$ cat src/rtl/wot_pkg.sv
// ----------------------------------------------------------------------------
// wot_pkg
// Shared widths, codes, types and helper functions of the wheel odometry
// tracker: field widths, fixed-point formats, CORDIC constants and tables.
// ----------------------------------------------------------------------------
package wot_pkg;

   // fractional bits of the sine and cosine values
   localparam int TRIG_FRAC_BITS = 15;

   // interface field widths
   localparam int POS_W      = 32;
   localparam int CNT_W      = 32;
   localparam int DPT_W      = 20;
   localparam int OFF_W      = 17;
   localparam int YAW_W      = 16;
   localparam int PITCH_W    = 15;
   localparam int CSR_IDX_W  = 2;
   localparam int CSR_DATA_W = 32;

   // distance per tick is Q16
   localparam int DIST_FRAC_BITS = 16;

   // datapath widths
   localparam int D_W     = 37;               // distance and partial steps
   localparam int A_W     = 38;               // multiplier a operand
   localparam int LO_W    = 19;               // low chunk of a
   localparam int HI_W    = A_W - LO_W;       // signed high chunk of a
   localparam int TRIG_W  = TRIG_FRAC_BITS + 2;
   localparam int XY_W    = TRIG_FRAC_BITS + 3;
   localparam int MUL_B_W = (TRIG_W > DPT_W + 1) ? TRIG_W : DPT_W + 1;
   localparam int PP_W    = LO_W + 1 + MUL_B_W;
   localparam int P_W     = A_W + MUL_B_W;
   localparam int SUM_W   = D_W + 2;

   // angle handling
   localparam int ANG_W          = 18;
   localparam int Z_W            = 32;
   localparam int ANG_SCALE_BITS = 16;
   localparam int CORDIC_STEPS   = 24;
   localparam int STEP_W         = $clog2(CORDIC_STEPS);

   localparam logic signed [ANG_W-1:0] FULL_A         = ANG_W'(36000);
   localparam logic signed [ANG_W-1:0] HALF_A         = ANG_W'(18000);
   localparam logic signed [ANG_W-1:0] NEG_HALF_A     = -HALF_A;
   localparam logic signed [ANG_W-1:0] QUARTER_A      = ANG_W'(9000);
   localparam logic signed [ANG_W-1:0] NEG_QUARTER_A  = -QUARTER_A;

   // cordic gain, Q30, brought to the trig format
   localparam longint GAIN_Q30  = 652032874;
   localparam longint CORDIC_X0 =
      (GAIN_Q30 + (longint'(1) << (29 - TRIG_FRAC_BITS))) >>> (30 - TRIG_FRAC_BITS);

   localparam logic signed [XY_W-1:0] ONE_XY     = XY_W'(longint'(1) << TRIG_FRAC_BITS);
   localparam logic signed [XY_W-1:0] NEG_ONE_XY = -ONE_XY;

   localparam logic signed [P_W-1:0] HALF_DIST = P_W'(longint'(1) << (DIST_FRAC_BITS - 1));
   localparam logic signed [P_W-1:0] HALF_TRIG = P_W'(longint'(1) << (TRIG_FRAC_BITS - 1));

   localparam logic signed [SUM_W-1:0] SAT_HI = SUM_W'(longint'(2147483647));
   localparam logic signed [SUM_W-1:0] SAT_LO = -SAT_HI - SUM_W'(1);

   localparam logic [DPT_W-1:0] DPT_RESET = DPT_W'(65536);

   // register indexes of the configuration port
   typedef enum logic [CSR_IDX_W-1:0] {
      CSR_START_X  = 2'd0,
      CSR_START_Y  = 2'd1,
      CSR_DIST_PER = 2'd2,
      CSR_YAW_OFF  = 2'd3
   } csr_index_type;

   // rounding shift of the multiplier
   typedef enum logic {
      RND_DIST,
      RND_TRIG
   } rnd_sel_type;

   typedef enum logic [1:0] {
      MP_IDLE,
      MP_HI,
      MP_ACC,
      MP_RND
   } mul_phase_type;

   typedef enum logic [2:0] {
      CS_IDLE,
      CS_REDUCE,
      CS_FOLD,
      CS_ITER,
      CS_CLAMP
   } cor_state_type;

   typedef enum logic [2:0] {
      ST_IDLE,
      ST_YAW,
      ST_PITCH,
      ST_MX,
      ST_MY,
      ST_UPD,
      ST_OUT
   } seq_state_type;

   typedef struct packed {
      logic busy;
      logic done;
   } unit_status_type;

   // saturate to the signed position range
   function automatic logic signed [POS_W-1:0] sat_pos(input logic signed [SUM_W-1:0] v);
      logic signed [POS_W-1:0] r;
      if (v > SAT_HI) begin
         r = SAT_HI[POS_W-1:0];
      end else if (v < SAT_LO) begin
         r = SAT_LO[POS_W-1:0];
      end else begin
         r = v[POS_W-1:0];
      end
      return r;
   endfunction

   // clamp a cordic result to plus or minus one
   function automatic logic signed [TRIG_W-1:0] clamp_unit(input logic signed [XY_W-1:0] v);
      logic signed [TRIG_W-1:0] r;
      if (v > ONE_XY) begin
         r = ONE_XY[TRIG_W-1:0];
      end else if (v < NEG_ONE_XY) begin
         r = NEG_ONE_XY[TRIG_W-1:0];
      end else begin
         r = v[TRIG_W-1:0];
      end
      return r;
   endfunction

   // atan(2^-i) in 1/65536 hundredth degree
   function automatic logic signed [Z_W-1:0] atan_step(input logic [STEP_W-1:0] i);
      logic signed [Z_W-1:0] r;
      unique case (i)
         STEP_W'(0):  r = Z_W'(294912000);
         STEP_W'(1):  r = Z_W'(174096719);
         STEP_W'(2):  r = Z_W'(91987925);
         STEP_W'(3):  r = Z_W'(46694507);
         STEP_W'(4):  r = Z_W'(23437865);
         STEP_W'(5):  r = Z_W'(11730358);
         STEP_W'(6):  r = Z_W'(5866610);
         STEP_W'(7):  r = Z_W'(2933484);
         STEP_W'(8):  r = Z_W'(1466764);
         STEP_W'(9):  r = Z_W'(733385);
         STEP_W'(10): r = Z_W'(366693);
         STEP_W'(11): r = Z_W'(183347);
         STEP_W'(12): r = Z_W'(91673);
         STEP_W'(13): r = Z_W'(45837);
         STEP_W'(14): r = Z_W'(22918);
         STEP_W'(15): r = Z_W'(11459);
         STEP_W'(16): r = Z_W'(5730);
         STEP_W'(17): r = Z_W'(2865);
         STEP_W'(18): r = Z_W'(1432);
         STEP_W'(19): r = Z_W'(716);
         STEP_W'(20): r = Z_W'(358);
         STEP_W'(21): r = Z_W'(179);
         STEP_W'(22): r = Z_W'(90);
         STEP_W'(23): r = Z_W'(45);
         default:     r = '0;
      endcase
      return r;
   endfunction

endpackage

$ cat src/rtl/wot_mul.sv
// ----------------------------------------------------------------------------
// wot_mul
// Shared two-pass multiplier with rounding shift: the a operand is split into
// a low and a high chunk, each multiplied in its own cycle, then the sum is
// rounded and shifted right by the distance or trig fraction bits.
// ----------------------------------------------------------------------------
module wot_mul
   import wot_pkg::*;
(
   input  logic                       clock,
   input  logic                       reset,
   input  logic                       start,
   input  logic signed [A_W-1:0]      a,
   input  logic signed [MUL_B_W-1:0]  b,
   input  rnd_sel_type                rnd_sel,
   output unit_status_type            status,
   output logic signed [D_W-1:0]      result
);

   mul_phase_type               phase_ff, phase_in;
   logic                        done_ff, done_in;
   logic signed [PP_W-1:0]      pp_ff, pp_in;
   logic signed [HI_W-1:0]      ahi_ff, ahi_in;
   logic signed [MUL_B_W-1:0]   b_ff, b_in;
   rnd_sel_type                 sel_ff, sel_in;
   logic signed [P_W-1:0]       acc_ff, acc_in;
   logic signed [D_W-1:0]       res_ff, res_in;

   logic signed [PP_W-1:0]      pp_lo;
   logic signed [PP_W-1:0]      pp_hi;
   logic signed [P_W-1:0]       pp_ext;
   logic signed [P_W-1:0]       rsum;
   logic signed [P_W-1:0]       rshift;

   always_ff @(posedge clock) begin
      if (reset) begin
         phase_ff <= MP_IDLE;
         done_ff  <= 1'b0;
      end else begin
         phase_ff <= phase_in;
         done_ff  <= done_in;
      end
   end

   always_ff @(posedge clock) begin
      pp_ff  <= pp_in;
      ahi_ff <= ahi_in;
      b_ff   <= b_in;
      sel_ff <= sel_in;
      acc_ff <= acc_in;
      res_ff <= res_in;
   end

   always_comb begin
      phase_in = phase_ff;
      done_in  = 1'b0;
      pp_in    = pp_ff;
      ahi_in   = ahi_ff;
      b_in     = b_ff;
      sel_in   = sel_ff;
      acc_in   = acc_ff;
      res_in   = res_ff;

      // low chunk is unsigned, high chunk carries the sign
      pp_lo  = $signed({1'b0, a[LO_W-1:0]}) * b;
      pp_hi  = ahi_ff * b_ff;
      pp_ext = P_W'(pp_ff);
      rsum   = acc_ff + ((sel_ff == RND_TRIG) ? HALF_TRIG : HALF_DIST);
      rshift = (sel_ff == RND_TRIG) ? (rsum >>> TRIG_FRAC_BITS) : (rsum >>> DIST_FRAC_BITS);

      unique case (phase_ff)
         MP_IDLE: begin
            if (start) begin
               pp_in    = pp_lo;
               ahi_in   = a[A_W-1:LO_W];
               b_in     = b;
               sel_in   = rnd_sel;
               phase_in = MP_HI;
            end
         end
         MP_HI: begin
            acc_in   = pp_ext;
            pp_in    = pp_hi;
            phase_in = MP_ACC;
         end
         MP_ACC: begin
            acc_in   = acc_ff + (pp_ext <<< LO_W);
            phase_in = MP_RND;
         end
         MP_RND: begin
            res_in   = rshift[D_W-1:0];
            done_in  = 1'b1;
            phase_in = MP_IDLE;
         end
         default: begin
            phase_in = MP_IDLE;
         end
      endcase
   end

   assign status.busy = (phase_ff != MP_IDLE);
   assign status.done = done_ff;
   assign result      = res_ff;

endmodule

$ cat src/rtl/wot_cordic.sv
// ----------------------------------------------------------------------------
// wot_cordic
// Iterative rotation-mode CORDIC: reduces an angle in hundredths of a degree
// into the half turn, folds it into the right half plane and runs one
// micro-rotation per cycle, then clamps the cosine and sine to unit range.
// ----------------------------------------------------------------------------
module wot_cordic
   import wot_pkg::*;
(
   input  logic                      clock,
   input  logic                      reset,
   input  logic                      start,
   input  logic signed [ANG_W-1:0]   angle,
   output unit_status_type           status,
   output logic signed [TRIG_W-1:0]  cos_q,
   output logic signed [TRIG_W-1:0]  sin_q
);

   cor_state_type              state_ff, state_in;
   logic                       done_ff, done_in;
   logic signed [ANG_W-1:0]    r_ff, r_in;
   logic                       neg_ff, neg_in;
   logic signed [XY_W-1:0]     x_ff, x_in;
   logic signed [XY_W-1:0]     y_ff, y_in;
   logic signed [Z_W-1:0]      z_ff, z_in;
   logic [STEP_W-1:0]          i_ff, i_in;
   logic signed [TRIG_W-1:0]   cos_ff, cos_in;
   logic signed [TRIG_W-1:0]   sin_ff, sin_in;

   logic signed [XY_W-1:0]     dx;
   logic signed [XY_W-1:0]     dy;
   logic signed [Z_W-1:0]      atan_i;
   logic signed [ANG_W-1:0]    r_fold;
   logic                       fold_neg;
   logic signed [TRIG_W-1:0]   x_clamp;

   always_ff @(posedge clock) begin
      if (reset) begin
         state_ff <= CS_IDLE;
         done_ff  <= 1'b0;
      end else begin
         state_ff <= state_in;
         done_ff  <= done_in;
      end
   end

   always_ff @(posedge clock) begin
      r_ff   <= r_in;
      neg_ff <= neg_in;
      x_ff   <= x_in;
      y_ff   <= y_in;
      z_ff   <= z_in;
      i_ff   <= i_in;
      cos_ff <= cos_in;
      sin_ff <= sin_in;
   end

   always_comb begin
      state_in = state_ff;
      done_in  = 1'b0;
      r_in     = r_ff;
      neg_in   = neg_ff;
      x_in     = x_ff;
      y_in     = y_ff;
      z_in     = z_ff;
      i_in     = i_ff;
      cos_in   = cos_ff;
      sin_in   = sin_ff;

      dx      = y_ff >>> i_ff;
      dy      = x_ff >>> i_ff;
      atan_i  = atan_step(i_ff);
      x_clamp = clamp_unit(x_ff);

      // fold into the right half plane, cosine changes sign
      priority if (r_ff > QUARTER_A) begin
         r_fold   = HALF_A - r_ff;
         fold_neg = 1'b1;
      end else if (r_ff < NEG_QUARTER_A) begin
         r_fold   = NEG_HALF_A - r_ff;
         fold_neg = 1'b1;
      end else begin
         r_fold   = r_ff;
         fold_neg = 1'b0;
      end

      unique case (state_ff)
         CS_IDLE: begin
            if (start) begin
               r_in     = angle;
               state_in = CS_REDUCE;
            end
         end
         CS_REDUCE: begin
            // one turn per cycle until inside [-half, half)
            priority if (r_ff >= HALF_A) begin
               r_in = r_ff - FULL_A;
            end else if (r_ff < NEG_HALF_A) begin
               r_in = r_ff + FULL_A;
            end else begin
               state_in = CS_FOLD;
            end
         end
         CS_FOLD: begin
            neg_in   = fold_neg;
            z_in     = Z_W'(r_fold) <<< ANG_SCALE_BITS;
            x_in     = XY_W'(CORDIC_X0);
            y_in     = '0;
            i_in     = '0;
            state_in = CS_ITER;
         end
         CS_ITER: begin
            if (!z_ff[Z_W-1]) begin
               x_in = x_ff - dx;
               y_in = y_ff + dy;
               z_in = z_ff - atan_i;
            end else begin
               x_in = x_ff + dx;
               y_in = y_ff - dy;
               z_in = z_ff + atan_i;
            end
            if (i_ff == STEP_W'(CORDIC_STEPS - 1)) begin
               state_in = CS_CLAMP;
            end else begin
               i_in = i_ff + STEP_W'(1);
            end
         end
         CS_CLAMP: begin
            cos_in   = neg_ff ? -x_clamp : x_clamp;
            sin_in   = clamp_unit(y_ff);
            done_in  = 1'b1;
            state_in = CS_IDLE;
         end
         default: begin
            state_in = CS_IDLE;
         end
      endcase
   end

   assign status.busy = (state_ff != CS_IDLE);
   assign status.done = done_ff;
   assign cos_q       = cos_ff;
   assign sin_q       = sin_ff;

endmodule

$ cat src/rtl/wheel_odometry_tracker_core.sv
// ----------------------------------------------------------------------------
// wheel_odometry_tracker_core
// Dead-reckoning position tracker: encoder count delta scaled to distance,
// rotated by heading, scaled by cosine of pitch and accumulated into X and Y.
// ----------------------------------------------------------------------------
// One request transaction is handled at a time and gives one response
// transaction with the start position plus the saturated displacement. After
// a request is taken req_stall stays high until the sequencer is back in idle;
// almost all of that time is the shared CORDIC unit, which runs 24
// micro-rotations for the heading and then again for the pitch. Angle
// reduction removes whole turns from heading plus offset until it lies inside
// the half turn; the pitch already lies inside it. The shared two-pass
// multiplier works on the distance and the heading products while the CORDIC
// is busy; the two pitch products, the displacement update and the output
// stage follow. The response sits in an output register, so a stalled
// response does not hold up taking the next request, though that request
// waits in the output stage until the response is taken. Configuration
// writes are always taken (csr_ready is tied high).
// ----------------------------------------------------------------------------
module wheel_odometry_tracker_core
   import wot_pkg::*;
(
   input  logic                         clock,
   input  logic                         reset,

   input  logic                         req_valid,
   output logic                         req_stall,
   input  logic                         req_moving_forward,
   input  logic signed [CNT_W-1:0]      req_encoder_count,
   input  logic signed [YAW_W-1:0]      req_yaw_hundredths,
   input  logic signed [PITCH_W-1:0]    req_pitch_hundredths,

   output logic                         rsp_valid,
   input  logic                         rsp_stall,
   output logic signed [POS_W-1:0]      rsp_x_pos,
   output logic signed [POS_W-1:0]      rsp_y_pos,

   input  logic                         csr_valid,
   output logic                         csr_ready,
   input  logic [CSR_IDX_W-1:0]         csr_index,
   input  logic [CSR_DATA_W-1:0]        csr_data
);

   seq_state_type               state_ff, state_in;
   logic                        second_ff, second_in;
   logic                        rsp_valid_ff, rsp_valid_in;

   logic signed [POS_W-1:0]     start_x_ff, start_x_in;
   logic signed [POS_W-1:0]     start_y_ff, start_y_in;
   logic [DPT_W-1:0]            dpt_ff, dpt_in;
   logic signed [OFF_W-1:0]     yaw_off_ff, yaw_off_in;

   logic signed [POS_W-1:0]     disp_x_ff, disp_x_in;
   logic signed [POS_W-1:0]     disp_y_ff, disp_y_in;
   logic signed [CNT_W-1:0]     last_count_ff, last_count_in;

   logic                        fwd_ff, fwd_in;
   logic signed [PITCH_W-1:0]   pitch_ff, pitch_in;
   logic signed [D_W-1:0]       d_ff, d_in;
   logic signed [TRIG_W-1:0]    sy_ff, sy_in;
   logic signed [TRIG_W-1:0]    cp_ff, cp_in;
   logic signed [D_W-1:0]       tx_ff, tx_in;
   logic signed [D_W-1:0]       ty_ff, ty_in;
   logic signed [D_W-1:0]       stepx_ff, stepx_in;
   logic signed [D_W-1:0]       stepy_ff, stepy_in;
   logic signed [POS_W-1:0]     rsp_x_ff, rsp_x_in;
   logic signed [POS_W-1:0]     rsp_y_ff, rsp_y_in;

   logic                        mul_start;
   logic signed [A_W-1:0]       mul_a;
   logic signed [MUL_B_W-1:0]   mul_b;
   rnd_sel_type                 mul_sel;
   unit_status_type             mul_st;
   logic signed [D_W-1:0]       mul_result;

   logic                        cor_start;
   logic signed [ANG_W-1:0]     cor_angle;
   unit_status_type             cor_st;
   logic signed [TRIG_W-1:0]    cor_cos;
   logic signed [TRIG_W-1:0]    cor_sin;

   logic signed [CNT_W-1:0]     delta;
   logic signed [SUM_W-1:0]     term_x;
   logic signed [SUM_W-1:0]     term_y;

   wot_mul u_mul (
      .clock   (clock),
      .reset   (reset),
      .start   (mul_start),
      .a       (mul_a),
      .b       (mul_b),
      .rnd_sel (mul_sel),
      .status  (mul_st),
      .result  (mul_result)
   );

   wot_cordic u_cordic (
      .clock  (clock),
      .reset  (reset),
      .start  (cor_start),
      .angle  (cor_angle),
      .status (cor_st),
      .cos_q  (cor_cos),
      .sin_q  (cor_sin)
   );

   always_ff @(posedge clock) begin
      if (reset) begin
         state_ff      <= ST_IDLE;
         second_ff     <= 1'b0;
         rsp_valid_ff  <= 1'b0;
         start_x_ff    <= '0;
         start_y_ff    <= '0;
         dpt_ff        <= DPT_RESET;
         yaw_off_ff    <= '0;
         disp_x_ff     <= '0;
         disp_y_ff     <= '0;
         last_count_ff <= '0;
      end else begin
         state_ff      <= state_in;
         second_ff     <= second_in;
         rsp_valid_ff  <= rsp_valid_in;
         start_x_ff    <= start_x_in;
         start_y_ff    <= start_y_in;
         dpt_ff        <= dpt_in;
         yaw_off_ff    <= yaw_off_in;
         disp_x_ff     <= disp_x_in;
         disp_y_ff     <= disp_y_in;
         last_count_ff <= last_count_in;
      end
   end

   always_ff @(posedge clock) begin
      fwd_ff   <= fwd_in;
      pitch_ff <= pitch_in;
      d_ff     <= d_in;
      sy_ff    <= sy_in;
      cp_ff    <= cp_in;
      tx_ff    <= tx_in;
      ty_ff    <= ty_in;
      stepx_ff <= stepx_in;
      stepy_ff <= stepy_in;
      rsp_x_ff <= rsp_x_in;
      rsp_y_ff <= rsp_y_in;
   end

   // configuration registers
   always_comb begin
      start_x_in = start_x_ff;
      start_y_in = start_y_ff;
      dpt_in     = dpt_ff;
      yaw_off_in = yaw_off_ff;
      if (csr_valid) begin
         unique case (csr_index_type'(csr_index))
            CSR_START_X:  start_x_in = csr_data[POS_W-1:0];
            CSR_START_Y:  start_y_in = csr_data[POS_W-1:0];
            CSR_DIST_PER: dpt_in     = csr_data[DPT_W-1:0];
            CSR_YAW_OFF:  yaw_off_in = csr_data[OFF_W-1:0];
            default:      ;
         endcase
      end
   end

   // sequencer
   always_comb begin
      state_in      = state_ff;
      second_in     = second_ff;
      rsp_valid_in  = rsp_valid_ff && rsp_stall;
      disp_x_in     = disp_x_ff;
      disp_y_in     = disp_y_ff;
      last_count_in = last_count_ff;
      fwd_in        = fwd_ff;
      pitch_in      = pitch_ff;
      d_in          = d_ff;
      sy_in         = sy_ff;
      cp_in         = cp_ff;
      tx_in         = tx_ff;
      ty_in         = ty_ff;
      stepx_in      = stepx_ff;
      stepy_in      = stepy_ff;
      rsp_x_in      = rsp_x_ff;
      rsp_y_in      = rsp_y_ff;

      mul_start = 1'b0;
      mul_a     = '0;
      mul_b     = '0;
      mul_sel   = RND_TRIG;
      cor_start = 1'b0;
      cor_angle = '0;

      delta  = req_encoder_count - last_count_ff;
      term_x = fwd_ff ? SUM_W'(stepx_ff) : -SUM_W'(stepx_ff);
      term_y = fwd_ff ? SUM_W'(stepy_ff) : -SUM_W'(stepy_ff);

      unique case (state_ff)
         ST_IDLE: begin
            if (req_valid) begin
               // distance product and heading rotation start together
               last_count_in = req_encoder_count;
               fwd_in        = req_moving_forward;
               pitch_in      = req_pitch_hundredths;
               mul_start     = 1'b1;
               mul_a         = A_W'(delta);
               mul_b         = MUL_B_W'(dpt_ff);
               mul_sel       = RND_DIST;
               cor_start     = 1'b1;
               cor_angle     = ANG_W'(req_yaw_hundredths) + ANG_W'(yaw_off_ff);
               state_in      = ST_YAW;
            end
         end
         ST_YAW: begin
            if (mul_st.done) begin
               d_in = mul_result;
            end
            if (cor_st.done) begin
               sy_in     = cor_sin;
               cor_start = 1'b1;
               cor_angle = ANG_W'(pitch_ff);
               mul_start = 1'b1;
               mul_a     = A_W'(d_ff);
               mul_b     = MUL_B_W'(cor_cos);
               second_in = 1'b0;
               state_in  = ST_PITCH;
            end
         end
         ST_PITCH: begin
            // heading products run while the pitch rotation is busy
            if (mul_st.done) begin
               if (!second_ff) begin
                  tx_in     = mul_result;
                  mul_start = 1'b1;
                  mul_a     = A_W'(d_ff);
                  mul_b     = MUL_B_W'(sy_ff);
                  second_in = 1'b1;
               end else begin
                  ty_in = mul_result;
               end
            end
            if (cor_st.done) begin
               cp_in     = cor_cos;
               mul_start = 1'b1;
               mul_a     = A_W'(tx_ff);
               mul_b     = MUL_B_W'(cor_cos);
               state_in  = ST_MX;
            end
         end
         ST_MX: begin
            if (mul_st.done) begin
               stepx_in  = mul_result;
               mul_start = 1'b1;
               mul_a     = A_W'(ty_ff);
               mul_b     = MUL_B_W'(cp_ff);
               state_in  = ST_MY;
            end
         end
         ST_MY: begin
            if (mul_st.done) begin
               stepy_in = mul_result;
               state_in = ST_UPD;
            end
         end
         ST_UPD: begin
            disp_x_in = sat_pos(SUM_W'(disp_x_ff) + term_x);
            disp_y_in = sat_pos(SUM_W'(disp_y_ff) + term_y);
            state_in  = ST_OUT;
         end
         ST_OUT: begin
            if (!rsp_valid_ff || !rsp_stall) begin
               rsp_x_in     = sat_pos(SUM_W'(start_x_ff) + SUM_W'(disp_x_ff));
               rsp_y_in     = sat_pos(SUM_W'(start_y_ff) + SUM_W'(disp_y_ff));
               rsp_valid_in = 1'b1;
               state_in     = ST_IDLE;
            end
         end
         default: begin
            state_in = ST_IDLE;
         end
      endcase
   end

   assign req_stall = (state_ff != ST_IDLE);
   assign rsp_valid = rsp_valid_ff;
   assign rsp_x_pos = rsp_x_ff;
   assign rsp_y_pos = rsp_y_ff;
   assign csr_ready = 1'b1;

`ifndef SYNTHESIS
   // distance product is in before the heading rotation finishes
   a_dist_before_yaw: assert property (@(posedge clock) disable iff (reset)
      (state_ff == ST_YAW && cor_st.done) |-> (!mul_st.busy && !mul_st.done))
      else $error("distance product still pending at heading result");

   // both heading products are in before the pitch rotation finishes
   a_products_before_pitch: assert property (@(posedge clock) disable iff (reset)
      (state_ff == ST_PITCH && cor_st.done) |-> (second_ff && !mul_st.busy && !mul_st.done))
      else $error("heading products still pending at pitch result");

   a_cordic_done_place: assert property (@(posedge clock) disable iff (reset)
      cor_st.done |-> (state_ff == ST_YAW || state_ff == ST_PITCH))
      else $error("cordic result outside the rotation states");

   a_out_leaves: assert property (@(posedge clock) disable iff (reset)
      (state_ff == ST_OUT && !(rsp_valid_ff && rsp_stall)) |=>
         (state_ff == ST_IDLE && rsp_valid_ff))
      else $error("output stage did not hand over its transaction");
`endif

endmodule
$ cat config.mk
export PLATFORM = sky130hd
export DESIGN_NAME = wheel_odometry_tracker_core
export DESIGN_NICKNAME = d
export VERILOG_FILES = /design/src/rtl/wot_pkg.sv /design/src/rtl/wot_mul.sv /design/src/rtl/wot_cordic.sv /design/src/rtl/wheel_odometry_tracker_core.sv
export SDC_FILE = /design/constraint.sdc
export NUM_CORES = 2
export LEC_CHECK = 0
export BUFFER_PORTS_ARGS = -buffer_cell sky130_fd_sc_hd__buf_2
export CAP_MARGIN = 20
export CORE_ASPECT_RATIO = 2
export CORE_MARGIN = 4
export CORE_UTILIZATION = 29
export DETAILED_ROUTE_END_ITERATION = 10
export GPL_ROUTABILITY_DRIVEN = 0
export GPL_TIMING_DRIVEN = 0
export HOLD_SLACK_MARGIN = 0.02
export PLACE_DENSITY = 0.54
export SETUP_SLACK_MARGIN = 0.02
export SLEW_MARGIN = 25
export SYNTH_ARGS = -nofsm -noshare
export SYNTH_HDL_FRONTEND = slang
export SYNTH_SLANG_ARGS = --single-unit
$ cat constraint.sdc
create_clock -name clock -period 26.3 [get_ports clock]
set_input_delay 0 -clock clock [delete_from_list [all_inputs] [get_ports clock]]
set_output_delay 0 -clock clock [all_outputs]
set_load 0.01 [all_outputs]
==> reports/qor.csv <==
metric,value,unit
sequential area share after synthesis,0.276,
CTS max path bufs,3,
vias,66200,
clk slew on worst S/H paths,70,ps
Syn-to-layout area delta,12.5,%
final setup fails,0,
post-CTS setup buffers,0,
fin. max-slew vios,0,
crit-path max cell delay,820,ps
Post-synth EDFFs,582,
CTS Buf Count,80,
Fin. Hold Viols,0,
Layout Nets,10600,
initial DRC count,4265,
I/O Pins,170,
CTS root buf,clkbuf_16,
number of synthesized register bits,820,
Hold/Removal Path Class,primary input to flop,
"commonest non-fill, non-tap cell in the layout",nand2_1,
Syn Inst Count,8672,
DIE HEIGHT,754,µm
initial antenna violation count,28,
CTS tree,built,
core region area,277000,µm²
drt wl/cell,22.6,µm
share of cells above drive strength 1,0.0616,
asr flop ratio synth,0,
most frequent cells in the layout,"nand2_1 (1171), inv_1 (1025), fa_1 (832)",
first-pass GRT wire length,428,mm
Worst EP arrival,13330,ps
grt total ovfl,0,
startpoint types,flop,
dpl hpwl,240,mm
final period utilization,0.492,
WHS,70.9,ps
fin crit period,12950,ps
CTS sink count,820,
vias in the first global route,70000,
Crit Path Max Fanout,10,
DRC viols,0,
H-tree levels,3,
MaxCap Viol Count,0,
Ys Warns,0,
pre-CTS setup slack,13620,ps
fillers,28600,
iteration count of the initial detailed-routing pass,9,
mapped cell area,80600,µm²
"slowest stage cell, crit path",a211oi_1,
total die area,287000,µm²
Worst Setup End Kind,flop,
# rows,273,
Setup WS post-layout,13350,ps
Synthesized Nets,10200,
Avg Synthesized Cell Area,9.30,µm²
clock skew,62.0,ps
Post-CTS Resized,0,
Rel. slew slack,0.212,
DR vias/cell,5.20,
Cell variety after synth,117,
Overall Global Routing Usage,0.197,
Worst Max-Slew Pin Slew,1180,ps
status,"finished, final reports clean",
Die X,381,µm
WS Path Type,flop to flop,
worst skew pair latency,700,ps
Worst EP required,26680,ps
Max Clock Freq,77.2,MHz
"wirelength, routed",288,mm
critical path's most frequent cell,fa_1,
initial core utilization,0.291,
RSZ-0062 raised after global routing,no,
ys flop type,edfxtp_1,
setup TNS,0,ps
post-route ant nets,0,
IO Port Bufs,166,
largest net degree at the start of global routing,43,
cells by family after synthesis:
group                      synth area share
adders and majority gates             0.292
xor gates and xnor gates             0.0542
other                             0.0000465
and+or+nand+nor                       0.146
buffers and inverters                0.0678
muxes                                0.0201
AOI/OAI and AO/OA                     0.144
DFF                                   0.276
flip-flops by register name (all words and copies together), names as in the netlist, 20 cells and up:
name and cells:
u_mul.pp_ff 41, u_mul.acc_ff 39, d_ff 37, stepx_ff 37, stepy_ff 37, tx_ff 37, ty_ff 37, u_mul.result 37
disp_x_ff 32, disp_y_ff 32, last_count_ff 32, rsp_x_pos 32, rsp_y_pos 32, start_x_ff 32, start_y_ff 32, u_cordic.z_ff 32
u_cordic.atan_i 29, u_mul.b_ff 21, dpt_ff 20
area by class of cell:
cell class	count	area, µm²	share of cell area
Antenna cell	18	45.0	0.000497
Buffer	394	1610	0.0177
Clock buffer	93	2100	0.0232
Clock inverter	56	797	0.00879
Inverter	1032	3880	0.0427
Multi-Input combinational cell	6426	53000	0.584
Sequential cell	820	22200	0.245
Tap cell	3575	4470	0.0493
Timing Repair Buffer	313	2550	0.0282
critical path, delay by kind of cell (launching register included):
kind,cells,cell delay [ps]
buffers and inverters,9,3030
AOI/OAI and AO/OA,9,2710
adders and majority gates,8,3910
xor gates and xnor gates,1,400
and+or+nand+nor,7,2130
DFF,1,410
timing repair:
item / 4_1_cts / 5_1_grt
hold buffers: 106 / 1
hold endpoints to repair: 180 / 9
setup endpoints to repair: 0 / 0
through the flow:
stage	cell area, µm²	utilization	cells
2_1_floorplan	80600	-	8672
3_5_place_dp	86700	0.313	12500
4_1_cts	90700	0.328	12700
6_report	90700	0.328	12700
3_3_place_gp	85900	0.311	12400
5_1_grt	90700	0.328	12700
cells in the mapped netlist (28+ instances only):
| library cell | instances | area, µm² |
|---|---|---|
| o21bai_1 | 53 | 398 |
| a21oi_1 | 620 | 3100 |
| nand2_1 | 1171 | 4400 |
| xnor2_1 | 266 | 2330 |
| a22oi_1 | 65 | 488 |
| a211oi_1 | 121 | 908 |
| clkbuf_1 | 327 | 1230 |
| dfxtp_1 | 238 | 4760 |
| and3_1 | 56 | 350 |
| a21o_1 | 179 | 1340 |
| xor2_1 | 231 | 2020 |
| inv_1 | 1027 | 3850 |
| and2_1 | 177 | 1110 |
| buf_1 | 28 | 105 |
| a31oi_1 | 52 | 325 |
| o211ai_1 | 37 | 278 |
| nor3_1 | 109 | 546 |
| edfxtp_1 | 582 | 17500 |
| ha_1 | 548 | 6860 |
| nand2b_1 | 76 | 475 |
| mux2i_1 | 54 | 541 |
| mux2_2 | 43 | 484 |
| nor2b_1 | 86 | 538 |
| or3_1 | 30 | 188 |
| nor2_1 | 649 | 2440 |
| fa_1 | 832 | 16700 |
| nand3_1 | 110 | 551 |
| o21ai_0 | 285 | 1430 |
| nand4_1 | 31 | 194 |
| o21a_1 | 77 | 578 |
final timing paths:
kind | startpoint | end | slack [ps] | cells after the start
setup / recovery | state_ff[0] | u_mul.pp_ff[39] | 13350 | 34
setup reg to reg | state_ff[0] | u_mul.pp_ff[39] | 13350 | 34
hold reg to reg | u_cordic.sin_q[1] | sy_ff[1] | 400 | 0
hold / removal | req_pitch_hundredths[4] | pitch_ff[4] | 70 | 2
layer usage:
layer	part of all wire	track usage
met4	0.12	0.183
met3	0.042	0.0211
met1	0.31	0.180
met5	0.00022	0
met2	0.53	0.374
Power is not shown: default switching activity piles up to over one toggle a cycle in this logic, so the estimate is an artifact.
